[config.mk]
export PLATFORM = sky130hd
export DESIGN_NAME = foreground_bbox_centroid
export DESIGN_NICKNAME = d
export VERILOG_FILES = /design/src/design/fbc_pkg.sv /design/src/design/foreground_bbox_centroid.sv /design/src/design/fbc_ctrl.sv /design/src/design/fbc_datapath.sv
export SDC_FILE = /design/constraint.sdc
export NUM_CORES = 1
export LEC_CHECK = 0
export ABC_AREA = 0
export BUFFER_PORTS_ARGS = -buffer_cell sky130_fd_sc_hd__buf_4
export CORE_MARGIN = 3
export CORE_UTILIZATION = 35
export DETAILED_ROUTE_END_ITERATION = 10
export MAX_ROUTING_LAYER = met4
export PLACE_DENSITY = 0.48
export SLEW_MARGIN = 20
export SYNTH_ARGS = -nofsm -noshare
export SYNTH_HDL_FRONTEND = slang
export SYNTH_SLANG_ARGS = --single-unit
[constraint.sdc]
create_clock -name clock -period 15.5 [get_ports clock]
set_input_delay 0.775 -clock clock [delete_from_list [all_inputs] [get_ports clock]]
set_output_delay 0.775 -clock clock [all_outputs]
set_load 0.05 [all_outputs]
[src/design/fbc_pkg.sv]
// Shared constants, types and register codes of the foreground bounding box block.
// No dependencies; every other file but assert_macros.svh imports this package.
`default_nettype none

package fbc_pkg;

   // Frame size limits and derived widths.
   localparam int MAX_COLUMNS = 4096;
   localparam int MAX_ROWS    = 4096;
   localparam int COL_W       = 12;
   localparam int ROW_W       = 12;
   localparam int SIZE_W      = 13;
   localparam int PIX_W       = 16;
   localparam int COUNT_W     = 25;
   localparam int SUM_W       = 36;
   localparam int FRAC_W      = 8;
   localparam int CENTER_W    = 20;

   // Divider produces one quotient bit per step.
   localparam int DIV_STEPS   = CENTER_W;
   localparam int STEP_W      = 5;

   // Configuration port.
   localparam int CSR_IDX_W   = 2;
   localparam int CSR_DATA_W  = 16;
   localparam logic [CSR_IDX_W-1:0] REG_BACKGROUND = 2'd0;
   localparam logic [CSR_IDX_W-1:0] REG_COLUMNS    = 2'd1;
   localparam logic [CSR_IDX_W-1:0] REG_ROWS       = 2'd2;

   localparam logic [SIZE_W-1:0] RESET_COLUMNS = 13'd640;
   localparam logic [SIZE_W-1:0] RESET_ROWS    = 13'd480;
   localparam logic [SIZE_W-1:0] MAX_COLS_SZ   = 13'd4096;
   localparam logic [SIZE_W-1:0] MAX_ROWS_SZ   = 13'd4096;

   // Result item, last field in the lowest bits.
   typedef struct packed {
      logic [CENTER_W-1:0] center_row;
      logic [CENTER_W-1:0] center_column;
      logic [COUNT_W-1:0]  foreground_count;
      logic [ROW_W-1:0]    bottom_edge;
      logic [COL_W-1:0]    right_edge;
      logic [SIZE_W-1:0]   top_edge;
      logic [SIZE_W-1:0]   left_edge;
   } fbc_result_type;

   localparam int RESULT_W   = $bits(fbc_result_type);
   localparam int RSP_DATA_W = ((RESULT_W + 7) / 8) * 8;

   // Commands from the controller to the datapath.
   typedef struct packed {
      logic pixel;      // a pixel transfer takes place this cycle
      logic capture;    // that pixel closes the frame: snapshot the totals
      logic div_step;   // one restoring division step on both centroids
      logic load_out;   // move the finished result into the output register
   } fbc_cmd_type;

   // Status from the datapath to the controller.
   typedef struct packed {
      logic last_pixel; // the next pixel is the last one of the frame
   } fbc_sts_type;

endpackage

`default_nettype wire

[src/design/foreground_bbox_centroid.sv]
// Top level of the foreground bounding box and centroid block.
// Depends on fbc_pkg, fbc_ctrl and fbc_datapath.
//
//   Channel  Direction  Handshake                Payload
//   req_     in         req_tvalid/req_tready    req_tdata[15:0]: pixel_value
//   rsp_     out        rsp_tvalid/rsp_tready    rsp_tdata[119:0]: one result per frame
//   csr_     in         csr_valid/csr_ready      csr_index[1:0], csr_data[15:0]
//
// One pixel is taken per cycle while req_tready is high. The last pixel of a
// frame starts the centroid divider, which gives one quotient bit per cycle.
// Pixels of the next frame are taken meanwhile; only its last pixel waits until
// the divider has handed its result to the output register. Reset is
// synchronous and restores 640 x 480 with background 0. A stalled result holds
// the output register and, through it, the divider.
`default_nettype none

module foreground_bbox_centroid
   import fbc_pkg::*;
(
   input  wire logic                  clock,
   input  wire logic                  reset,
   // pixel_value [15:0]
   input  wire logic [PIX_W-1:0]      req_tdata,
   input  wire logic                  req_tvalid,
   output logic                       req_tready,
   // left_edge [12:0], top_edge [25:13], right_edge [37:26], bottom_edge [49:38],
   // foreground_count [74:50], center_column [94:75], center_row [114:95], zeros
   output logic [RSP_DATA_W-1:0]      rsp_tdata,
   output logic                       rsp_tvalid,
   input  wire logic                  rsp_tready,
   input  wire logic                  csr_valid,
   output logic                       csr_ready,
   input  wire logic [CSR_IDX_W-1:0]  csr_index,
   input  wire logic [CSR_DATA_W-1:0] csr_data
);

   fbc_cmd_type    cmd;
   fbc_sts_type    sts;
   fbc_result_type result;

   // Register writes are always taken.
   assign csr_ready = 1'b1;

   fbc_ctrl u_ctrl (
      .clock      (clock),
      .reset      (reset),
      .req_tvalid (req_tvalid),
      .req_tready (req_tready),
      .rsp_tvalid (rsp_tvalid),
      .rsp_tready (rsp_tready),
      .sts        (sts),
      .cmd        (cmd)
   );

   fbc_datapath u_datapath (
      .clock       (clock),
      .reset       (reset),
      .pixel_value (req_tdata),
      .csr_write   (csr_valid && csr_ready),
      .csr_index   (csr_index),
      .csr_data    (csr_data),
      .cmd         (cmd),
      .sts         (sts),
      .result      (result)
   );

   assign rsp_tdata = {{(RSP_DATA_W - RESULT_W){1'b0}}, result};

endmodule

`default_nettype wire

[src/design/fbc_ctrl.sv]
// Controller of the foreground bounding box block: input gating, division
// sequencing and output valid. Depends on fbc_pkg.
`default_nettype none

module fbc_ctrl
   import fbc_pkg::*;
(
   input  wire logic        clock,
   input  wire logic        reset,
   input  wire logic        req_tvalid,
   output logic             req_tready,
   output logic             rsp_tvalid,
   input  wire logic        rsp_tready,
   input  wire fbc_sts_type sts,
   output fbc_cmd_type      cmd
);

   localparam logic [1:0] ST_IDLE   = 2'd0;
   localparam logic [1:0] ST_DIVIDE = 2'd1;
   localparam logic [1:0] ST_DONE   = 2'd2;

   logic [1:0]        state_ff, state_in;
   logic [STEP_W-1:0] step_ff, step_in;
   logic              rsp_valid_ff, rsp_valid_in;
   logic              accept;
   logic              out_free;

   // A frame-closing pixel waits until the divider has finished the last frame.
   assign req_tready = !(sts.last_pixel && (state_ff != ST_IDLE));
   assign accept     = req_tvalid && req_tready;
   assign out_free   = !rsp_valid_ff || rsp_tready;

   // Next state and commands.
   always_comb begin
      state_in     = state_ff;
      step_in      = step_ff;
      cmd.pixel    = accept;
      cmd.capture  = accept && sts.last_pixel;
      cmd.div_step = 1'b0;
      cmd.load_out = 1'b0;
      unique case (state_ff)
         ST_IDLE: begin
            if (cmd.capture) begin
               state_in = ST_DIVIDE;
               step_in  = '0;
            end
         end
         ST_DIVIDE: begin
            cmd.div_step = 1'b1;
            step_in      = step_ff + STEP_W'(1);
            if (step_ff == STEP_W'(DIV_STEPS - 1)) begin
               state_in = ST_DONE;
            end
         end
         ST_DONE: begin
            if (out_free) begin
               cmd.load_out = 1'b1;
               state_in     = ST_IDLE;
            end
         end
         default: begin
            state_in = ST_IDLE;
         end
      endcase
   end

   // Output valid: set on load, cleared by a transfer.
   always_comb begin
      priority if (cmd.load_out) begin
         rsp_valid_in = 1'b1;
      end else if (rsp_tready) begin
         rsp_valid_in = 1'b0;
      end else begin
         rsp_valid_in = rsp_valid_ff;
      end
   end

   always_ff @(posedge clock) begin
      if (reset) begin
         state_ff     <= ST_IDLE;
         step_ff      <= '0;
         rsp_valid_ff <= 1'b0;
      end else begin
         state_ff     <= state_in;
         step_ff      <= step_in;
         rsp_valid_ff <= rsp_valid_in;
      end
   end

   assign rsp_tvalid = rsp_valid_ff;

endmodule

`default_nettype wire

[src/design/fbc_datapath.sv]
// Datapath of the foreground bounding box block: configuration registers,
// raster position, running totals, centroid divider and output register.
// Depends on fbc_pkg.
`default_nettype none

module fbc_datapath
   import fbc_pkg::*;
(
   input  wire logic                  clock,
   input  wire logic                  reset,
   input  wire logic [PIX_W-1:0]      pixel_value,
   input  wire logic                  csr_write,
   input  wire logic [CSR_IDX_W-1:0]  csr_index,
   input  wire logic [CSR_DATA_W-1:0] csr_data,
   input  wire fbc_cmd_type           cmd,
   output fbc_sts_type                sts,
   output fbc_result_type             result
);

   // Configuration.
   logic [PIX_W-1:0]  background_ff, background_in;
   logic [SIZE_W-1:0] columns_ff, columns_in;
   logic [SIZE_W-1:0] rows_ff, rows_in;
   logic [SIZE_W-1:0] csr_size;
   logic              size_write;

   // Raster position and running totals.
   logic [COL_W-1:0]   col_pos_ff, col_pos_in;
   logic [ROW_W-1:0]   row_pos_ff, row_pos_in;
   logic [SIZE_W-1:0]  left_ff, left_in, left_acc;
   logic [SIZE_W-1:0]  top_ff, top_in, top_acc;
   logic [COL_W-1:0]   right_ff, right_in, right_acc;
   logic [ROW_W-1:0]   bottom_ff, bottom_in, bottom_acc;
   logic [COUNT_W-1:0] count_ff, count_in, count_acc;
   logic [SUM_W-1:0]   col_sum_ff, col_sum_in, col_sum_acc;
   logic [SUM_W-1:0]   row_sum_ff, row_sum_in, row_sum_acc;
   logic               foreground;
   logic               col_last;
   logic               row_last;

   // Frame snapshot and divider.
   logic [SIZE_W-1:0]   snap_left_ff, snap_top_ff;
   logic [COL_W-1:0]    snap_right_ff;
   logic [ROW_W-1:0]    snap_bottom_ff;
   logic [COUNT_W-1:0]  divisor_ff;
   logic [COUNT_W-1:0]  rem_col_ff, rem_col_in, rem_row_ff, rem_row_in;
   logic [CENTER_W-1:0] quo_col_ff, quo_col_in, quo_row_ff, quo_row_in;
   logic [COUNT_W+1:0]  trial_col, trial_row;

   fbc_result_type out_ff;

   // Register writes; a size outside 1..max is stored already clamped.
   always_comb begin
      priority if (csr_data[SIZE_W-1:0] == '0) begin
         csr_size = SIZE_W'(1);
      end else if (csr_data[SIZE_W-1:0] > MAX_COLS_SZ) begin
         csr_size = MAX_COLS_SZ;
      end else begin
         csr_size = csr_data[SIZE_W-1:0];
      end
   end

   always_comb begin
      background_in = background_ff;
      columns_in    = columns_ff;
      rows_in       = rows_ff;
      size_write    = 1'b0;
      if (csr_write) begin
         unique case (csr_index)
            REG_BACKGROUND: background_in = csr_data;
            REG_COLUMNS: begin
               columns_in = csr_size;
               size_write = 1'b1;
            end
            REG_ROWS: begin
               rows_in    = (csr_size > MAX_ROWS_SZ) ? MAX_ROWS_SZ : csr_size;
               size_write = 1'b1;
            end
            default: ;
         endcase
      end
   end

   // Position within the frame.
   assign col_last       = ({1'b0, col_pos_ff} == columns_ff - SIZE_W'(1));
   assign row_last       = ({1'b0, row_pos_ff} == rows_ff - SIZE_W'(1));
   assign sts.last_pixel = col_last && row_last;
   assign foreground     = (pixel_value != background_ff);

   // Totals including the current pixel.
   always_comb begin
      left_acc    = left_ff;
      top_acc     = top_ff;
      right_acc   = right_ff;
      bottom_acc  = bottom_ff;
      count_acc   = count_ff;
      col_sum_acc = col_sum_ff;
      row_sum_acc = row_sum_ff;
      if (foreground) begin
         count_acc   = count_ff + COUNT_W'(1);
         col_sum_acc = col_sum_ff + SUM_W'(col_pos_ff);
         row_sum_acc = row_sum_ff + SUM_W'(row_pos_ff);
         if ({1'b0, col_pos_ff} < left_ff) left_acc = {1'b0, col_pos_ff};
         if ({1'b0, row_pos_ff} < top_ff)  top_acc  = {1'b0, row_pos_ff};
         if (col_pos_ff > right_ff)        right_acc = col_pos_ff;
         bottom_acc = row_pos_ff;
      end
   end

   // Next running state: a size write or a closed frame starts a new frame.
   always_comb begin
      col_pos_in = col_pos_ff;
      row_pos_in = row_pos_ff;
      left_in    = left_ff;
      top_in     = top_ff;
      right_in   = right_ff;
      bottom_in  = bottom_ff;
      count_in   = count_ff;
      col_sum_in = col_sum_ff;
      row_sum_in = row_sum_ff;
      priority if (size_write || cmd.capture) begin
         col_pos_in = '0;
         row_pos_in = '0;
         left_in    = columns_in;
         top_in     = rows_in;
         right_in   = '0;
         bottom_in  = '0;
         count_in   = '0;
         col_sum_in = '0;
         row_sum_in = '0;
      end else if (cmd.pixel) begin
         left_in    = left_acc;
         top_in     = top_acc;
         right_in   = right_acc;
         bottom_in  = bottom_acc;
         count_in   = count_acc;
         col_sum_in = col_sum_acc;
         row_sum_in = row_sum_acc;
         if (col_last) begin
            col_pos_in = '0;
            row_pos_in = row_pos_ff + ROW_W'(1);
         end else begin
            col_pos_in = col_pos_ff + COL_W'(1);
         end
      end
   end

   always_ff @(posedge clock) begin
      if (reset) begin
         background_ff <= '0;
         columns_ff    <= RESET_COLUMNS;
         rows_ff       <= RESET_ROWS;
         col_pos_ff    <= '0;
         row_pos_ff    <= '0;
         left_ff       <= RESET_COLUMNS;
         top_ff        <= RESET_ROWS;
         right_ff      <= '0;
         bottom_ff     <= '0;
         count_ff      <= '0;
         col_sum_ff    <= '0;
         row_sum_ff    <= '0;
      end else begin
         background_ff <= background_in;
         columns_ff    <= columns_in;
         rows_ff       <= rows_in;
         col_pos_ff    <= col_pos_in;
         row_pos_ff    <= row_pos_in;
         left_ff       <= left_in;
         top_ff        <= top_in;
         right_ff      <= right_in;
         bottom_ff     <= bottom_in;
         count_ff      <= count_in;
         col_sum_ff    <= col_sum_in;
         row_sum_ff    <= row_sum_in;
      end
   end

   // Restoring division of (sum << 8) by the count, one quotient bit per step.
   // The mean position is below 4096, so the upper dividend bits start below
   // the divisor and twenty steps give the whole quotient.
   assign trial_col = {1'b0, rem_col_ff, quo_col_ff[CENTER_W-1]} - {2'b00, divisor_ff};
   assign trial_row = {1'b0, rem_row_ff, quo_row_ff[CENTER_W-1]} - {2'b00, divisor_ff};

   always_comb begin
      rem_col_in = rem_col_ff;
      quo_col_in = quo_col_ff;
      rem_row_in = rem_row_ff;
      quo_row_in = quo_row_ff;
      priority if (cmd.capture) begin
         rem_col_in = COUNT_W'(col_sum_acc[SUM_W-1:COL_W]);
         quo_col_in = {col_sum_acc[COL_W-1:0], {FRAC_W{1'b0}}};
         rem_row_in = COUNT_W'(row_sum_acc[SUM_W-1:ROW_W]);
         quo_row_in = {row_sum_acc[ROW_W-1:0], {FRAC_W{1'b0}}};
      end else if (cmd.div_step) begin
         if (!trial_col[COUNT_W+1]) begin
            rem_col_in = trial_col[COUNT_W-1:0];
            quo_col_in = {quo_col_ff[CENTER_W-2:0], 1'b1};
         end else begin
            rem_col_in = {rem_col_ff[COUNT_W-2:0], quo_col_ff[CENTER_W-1]};
            quo_col_in = {quo_col_ff[CENTER_W-2:0], 1'b0};
         end
         if (!trial_row[COUNT_W+1]) begin
            rem_row_in = trial_row[COUNT_W-1:0];
            quo_row_in = {quo_row_ff[CENTER_W-2:0], 1'b1};
         end else begin
            rem_row_in = {rem_row_ff[COUNT_W-2:0], quo_row_ff[CENTER_W-1]};
            quo_row_in = {quo_row_ff[CENTER_W-2:0], 1'b0};
         end
      end
   end

   // Snapshot, divider and output payload registers.
   always_ff @(posedge clock) begin
      if (cmd.capture) begin
         snap_left_ff   <= left_acc;
         snap_top_ff    <= top_acc;
         snap_right_ff  <= right_acc;
         snap_bottom_ff <= bottom_acc;
         divisor_ff     <= count_acc;
      end
      rem_col_ff <= rem_col_in;
      quo_col_ff <= quo_col_in;
      rem_row_ff <= rem_row_in;
      quo_row_ff <= quo_row_in;
      if (cmd.load_out) begin
         out_ff.left_edge        <= snap_left_ff;
         out_ff.top_edge         <= snap_top_ff;
         out_ff.right_edge       <= snap_right_ff;
         out_ff.bottom_edge      <= snap_bottom_ff;
         out_ff.foreground_count <= divisor_ff;
         // With no foreground the centroid reads zero.
         out_ff.center_column    <= (divisor_ff == '0) ? '0 : quo_col_ff;
         out_ff.center_row       <= (divisor_ff == '0) ? '0 : quo_row_ff;
      end
   end

   assign result = out_ff;

endmodule

`default_nettype wire

== Word level (Yosys, flattened, before mapping) ==
Index checks and enable logic that the tools add are counted.

* $add $sub $neg: 10
* Magnitude comparators: 5
* Eq/ne operators: 11
* Multiplexer cells: 47
* Reductions and logical operators: 23

{| class="wikitable"
|+ Operators by type and width
! kind !! number
|-
| 13-bit two-way mux || 15
|-
| 24-bit two-way mux || 4
|-
| 20-bit two-way mux || 4
|-
| 25-bit two-way mux || 3
|-
| 36-bit by 12-bit adder with 36-bit output || 2
|-
| 36-bit two-way mux || 2
|-
| 26-bit by 25-bit subtractor with 27-bit output || 2
|-
| 12-bit two-way mux || 4
|-
| 12-bit by 13-bit equality test with 1-bit output || 2
|-
| 13-bit greater-than comparator, second input constant || 2
|-
| 12-bit by 13-bit less-than comparator with 1-bit output || 2
|-
| 13-bit by 1-bit subtractor with 13-bit output, second input constant || 2
|-
| 25-bit by 1-bit adder with 25-bit output, second input constant || 1
|-
| 25-bit logical NOT || 1
|-
| 12-bit by 1-bit adder with 12-bit output, second input constant || 2
|-
| 16-bit != test || 1
|-
| 13-bit logical NOT || 1
|-
| 12-bit greater-than comparator || 1
|-
| 5-bit case mux with 2 select lines || 1
|-
| 2-bit nonzero test || 5
|-
| 1-bit two-way mux || 9
|-
| 2-bit two-way mux || 3
|-
| 2-bit by 1-bit != test with 1-bit output, second input constant || 3
|-
| 2-bit case mux with 3 select lines || 1
|-
| 12 further kinds || 23
|}

* Register bits: 501
* Input bits: 39
* Output and inout port bits: 123
* Logic and storage cells: 131

== Longest topological paths before layout ==
* Word-level depth: 9
* Depth in mapped cells: 14
* Gate-level depth less buffers: 12

== By module ==
A second synthesis with hierarchy kept.

* Cells, all modules: 2,717
* Area total of the unflattened synthesis: 26,675.6 um^2

{| class="wikitable"
|+ Modules (own cells, without submodules)
! module !! instances !! cells an instance !! area each (um^2) !! sequential area each (um^2)
|-
| fbc_datapath || 1 || 2,664 || 26,205.1 || 12,492.0
|-
| fbc_ctrl || 1 || 45 || 417.9 || 160.2
|-
| foreground_bbox_centroid || 1 || 8 || 52.6 || 0.0
|}

== Worst setup path after synthesis ==
OpenSTA, ideal clock, no wires.

* Path kind: flip-flop to flip-flop
* Start point: register u_datapath.rows_ff[0]
* End point: register u_datapath.rem_col_ff[15] (data pin)
* Setup time: 0.572 ns
* Data arrival time: 10.014 ns
* Required time: 14.928 ns
* Slack: 4.914 ns
* Stages on the path, launching flop included: 11
* Path buffers: 0
* Period minus slack after synthesis: 10.586 ns
* Cell sequence: dfxtp_1 > inv_1 > ha_1 > nor2b_1 > nand3_1 > mux2_2 > mux2i_1 > o22a_1 > nand4bb_1 > nor4_1 > o21ai_0

{| class="wikitable"
|+ RTL lines
! element !! line !! source
|-
| start: declaration || fbc_datapath.sv:23 || <nowiki>logic [SIZE_W-1:0] rows_ff, rows_in;</nowiki>
|-
| start signal: assignment || fbc_datapath.sv:165 || <nowiki>rows_ff <= rows_in;</nowiki>
|-
| end signal: assignment || fbc_datapath.sv:221 || <nowiki>rem_col_ff <= rem_col_in;</nowiki>
|-
| end: declaration || fbc_datapath.sv:46 || <nowiki>logic [COUNT_W-1:0] rem_col_ff, rem_col_in, rem_row_ff, rem_row_in;</nowiki>
|}

== Final worst setup path ==
* Start point: register u_datapath.rows_ff[0]
* End point: register u_datapath.rem_col_ff[21] (enable)

* Cells in the longest elaborated chain, start to end: 8

{| class="wikitable"
|+ RTL lines
! element !! line !! source
|-
| 13-bit by 1-bit subtractor with 13-bit output (*) || fbc_datapath.sv:86 || <nowiki>assign row_last = ({1'b0, row_pos_ff} == rows_ff - SIZE_W'(1));</nowiki>
|-
| 12-bit by 13-bit equality test with 1-bit output (*) || fbc_datapath.sv:86 ||
|-
| 1-bit logical AND (*) || fbc_datapath.sv:87 || <nowiki>assign sts.last_pixel = col_last && row_last;</nowiki>
|-
| 1-bit logical AND || fbc_ctrl.sv:29 || <nowiki>assign req_tready = !(sts.last_pixel && (state_ff != ST_IDLE));</nowiki>
|-
| 1-bit logical NOT || fbc_ctrl.sv:29 ||
|-
| 1-bit logical AND || fbc_ctrl.sv:30 || <nowiki>assign accept = req_tvalid && req_tready;</nowiki>
|-
| 1-bit logical AND (*) || fbc_ctrl.sv:38 || <nowiki>cmd.capture = accept && sts.last_pixel;</nowiki>
|-
| 2-bit nonzero test (no source line) (*) || -- ||
|}

Every way passes the cells marked *; elsewhere a longest branch is shown, timed or not.
A chain may end at the register's enable or synchronous reset.

==> impl_metrics.py <==
metrics = {
    "sta": {
        "fin_ws_ns": 10.54,
        "slew_headroom": 0.281,
        "fmax_ghz": 0.202,
        "rsz0062_at_grt": "no",
        "final.setup.tns_ns": 0,
        "layout_min_cycle_time_ns": 4.96,
        "period_share": 0.320,
        "worst_clock_skew_ns": 0.0194,
        "slew_violations": 0,
        "tightest_slew_ns": 1.08,
        "setup_viol": 0,
        "hold_viol_final": 0,
    },
    "placed_design": {
        "io_buffers": 155,
        "dpl_worst_slack_ns": 10.62,
        "placed_cell_area_um2": 28400,
        "gp_congestion": 0.862,
        "dp.cells": 3731,
        "dp_hpwl_um": 51400,
    },
    "yosys": {
        "syn_avg_cell_area_um2": 9.70,
        "ys_seq_area_frac": 0.480,
        "ys_seq_elements": 501,
        "yosysWarnings": 0,
        "ys.flop_type": "edfxtp_1",
        "synthCells": 2717,
        "ys_types": 81,
        "syn_area_um2": 26300,
        "synth-edff-count": 262,
        "async_reset_ff_frac": 0,
    },
    "detailed_routing": {
        "post-route-drc-count": 0,
        "drt-pass1-iter-count": 5,
        "routedWlPerCell_um": 19.0,
        "drt_first_iter_violations": 1272,
        "dr_total_vias": 19900,
        "drtAntennaViolNets": 0,
        "post_drt_via_cell_ratio": 5.19,
        "wl_um": 72800,
    },
    "finish": {
        "final_nets": 2990,
        "layout.area.seq_um2": 12700,
        "finalInstanceArea_um2": 30300,
        "nFillCells": 7118,
        "drive_gt1_frac": 0.120,
        "multiInputGateArea_um2": 12700,
        "finalNonFillerCells": 3836,
        "syn_to_final_growth_pct": 14.9,
    },
    "die": {
        "die_x_um": 280,
        "coreArea_um2": 73700,
        "io_pins": 162,
        "rows": 99,
        "die_y_um": 280,
        "start_util": 0.357,
        "die_area_um2": 78600,
    },
    "clock_tree": {
        "root_buffer": "clkbuf_16",
        "clockBufferDepth": 3,
        "clock_sinks": 501,
        "clk_transition_reported_paths_ns": 0.06,
        "post_cts_buffers": 0,
        "hold_buffers": 0,
        "cts_inserted_buffers": 56,
        "htree_levels": 2,
        "tritoncts": "built",
        "clkLatencyLatePin_ns": 0.60,
        "post_cts_resized": 0,
    },
    "outcome": {
        "status": "finished clean",
    },
    "power": {
        "power_w": 0.00289,
        "p_leak_nw": 11.3,
        "worst_ir_drop_vdd_mv": 0.0973,
        "p_per_area_nw_per_um2": 95.4,
    },
    "critical_path": {
        "crit_required_ns": 15.73,
        "critPathLaunchType": "flip-flop",
        "crit_type": "reg2reg",
        "critPathCaptureType": "flip-flop",
        "path_max_fanout": 61,
        "worstPathArrival_ns": 5.19,
    },
    "global_route": {
        "grt-ovfl-total": 0,
        "track_usage": 0.188,
        "antenna_found_initial": 1,
        "grt_max_degree": 92,
        "grt_pass1_vias": 19700,
        "grt_pass1_wl_um": 114000,
    },
    "hold_path": {
        "hold_class": "reg2reg",
    },
    "job": {
        "maxCapViolCount": 0,
    },
}
## synth_stat cells, types with 5 or more instances
cell type | instances | area share
nor2_1 | 269 | 0.038
nand2_1 | 268 | 0.038
edfxtp_1 | 262 | 0.30
dfxtp_1 | 239 | 0.18
a21oi_1 | 205 | 0.039
xnor2_1 | 149 | 0.050
o21ai_0 | 118 | 0.022
ha_1 | 117 | 0.056
inv_1 | 109 | 0.016
xor2_1 | 101 | 0.034
clkbuf_1 | 91 | 0.013
nand3_1 | 76 | 0.014
mux2i_1 | 67 | 0.025
nor2b_1 | 65 | 0.015
nor3_1 | 64 | 0.012
nand4_1 | 46 | 0.011
a21o_1 | 38 | 0.011
mux2_2 | 36 | 0.015
a211oi_1 | 31 | 0.0088
buf_2 | 28 | 0.0053
and3_1 | 27 | 0.0064
nor4_1 | 24 | 0.0057
nor3b_1 | 23 | 0.0066
or3_1 | 21 | 0.0050
o21ai_1 | 20 | 0.0038
o21a_1 | 19 | 0.0054
nand2b_1 | 17 | 0.0040
and2_1 | 14 | 0.0033
a31oi_1 | 13 | 0.0031
buf_4 | 13 | 0.0037
o21bai_1 | 10 | 0.0028
o211ai_1 | 8 | 0.0023
o31ai_1 | 8 | 0.0023
a211o_1 | 7 | 0.0023
and4_1 | 7 | 0.0023
buf_1 | 7 | 0.0010
or2_2 | 7 | 0.0017
a221o_1 | 6 | 0.0023
a41oi_1 | 5 | 0.0017
o221ai_1 | 5 | 0.0017
o22ai_1 | 5 | 0.0012
## per-layer routing
metal | routed length, um | global-route usage | vias up
met5 | 0 | - | -
met4 | 1630 | 0.0484 | 0
met3 | 2950 | 0.0251 | 106
met2 | 34200 | 0.307 | 407
met1 | 34000 | 0.248 | 9573
li1 | - | - | 9837
## layout by cell type, fill, tap and decap left out, types with 101 or more instances in the layout
cell type	synthesis	routed
nor2_1	269	266
buf_4	13	193
dfxtp_1	239	239
xnor2_1	149	149
a21oi_1	205	205
o21ai_0	118	118
xor2_1	101	101
inv_1	109	108
ha_1	117	117
nand2_1	268	268
edfxtp_1	262	262
## worst paths after layout
check                                      start                             endpoint  slack (ns)  cells past startpoint
max reg2reg     u_datapath.rows_ff[0]$_SDFF_PP0_  u_datapath.rem_col_ff[21]$_DFFE_PP_       10.54                     12
min          u_datapath.snap_top_ff[3]$_DFFE_PP_      u_datapath.result[16]$_DFFE_PP_        0.42                      0
max             u_datapath.rows_ff[0]$_SDFF_PP0_  u_datapath.rem_col_ff[21]$_DFFE_PP_       10.54                     12
min reg2reg  u_datapath.snap_top_ff[3]$_DFFE_PP_      u_datapath.result[16]$_DFFE_PP_        0.42                      0
## cell type report
type,count,share of cell area
Antenna cell,1,0.0000827
Tap cell,959,0.0396
Inverter,109,0.0135
Multi-Input combinational cell,1969,0.421
Clock inverter,25,0.00674
Sequential cell,501,0.418
Clock buffer,79,0.0531
Timing Repair Buffer,193,0.0479
## critical path, stage by stage, from the launching register on
cell and delay, ns:
dfxtp_1 0.43, inv_1 0.07, ha_1 0.27, xor2_1 0.18, a222oi_1 0.36, nand3_1 0.13
a211oi_1 0.40, o2111ai_1 0.48, nor4_2 0.43, buf_4 0.47, nor2_1 0.25, inv_2 0.31
buf_4 0.71
## state kept, by name (all words and copies together) (netlist names), 16 cells and up
register and cells:
u_datapath.count_ff 25, u_datapath.background_ff 16, u_datapath.quo_col_ff 20, u_datapath.rem_col_ff 25
u_datapath.col_sum_ff 36, u_datapath.result 115, u_datapath.rem_row_ff 25, u_datapath.quo_row_ff 20
u_datapath.divisor_ff 25, u_datapath.row_sum_ff 36
## per-stage QoR
stage | hold slack [ns] | utilization
floorplan | 0.400 | -
finish | 0.417 | 0.411
global placement | 0.406 | 0.386
global route | 0.393 | 0.411
detailed placement | 0.405 | 0.386
CTS | 0.375 | 0.411
## logic make-up (layout without fill, tap and decap cells)
kind of cell / after synthesis / after routing / synth area share
adders and majority gates: 121 / 121 / 0.0586
xor gates and xnor gates: 250 / 250 / 0.0831
DFF: 501 / 501 / 0.480
AOI/OAI and AO/OA: 535 / 535 / 0.123
buffers and inverters: 251 / 406 / 0.0396
other: 2 / 7 / 0.000285
and+or+nand+nor: 954 / 954 / 0.174
muxes: 103 / 103 / 0.0408
## power breakdown
part | switching, W | leakage (nW) | internal (W)
combinational | 0.0000950 | 6.24 | 0.0000556
sequential | 0.0000154 | 4.20 | 0.00140
clock | 0.000549 | 0.892 | 0.000769
Note: power is estimated with default switching activity, not from simulation.
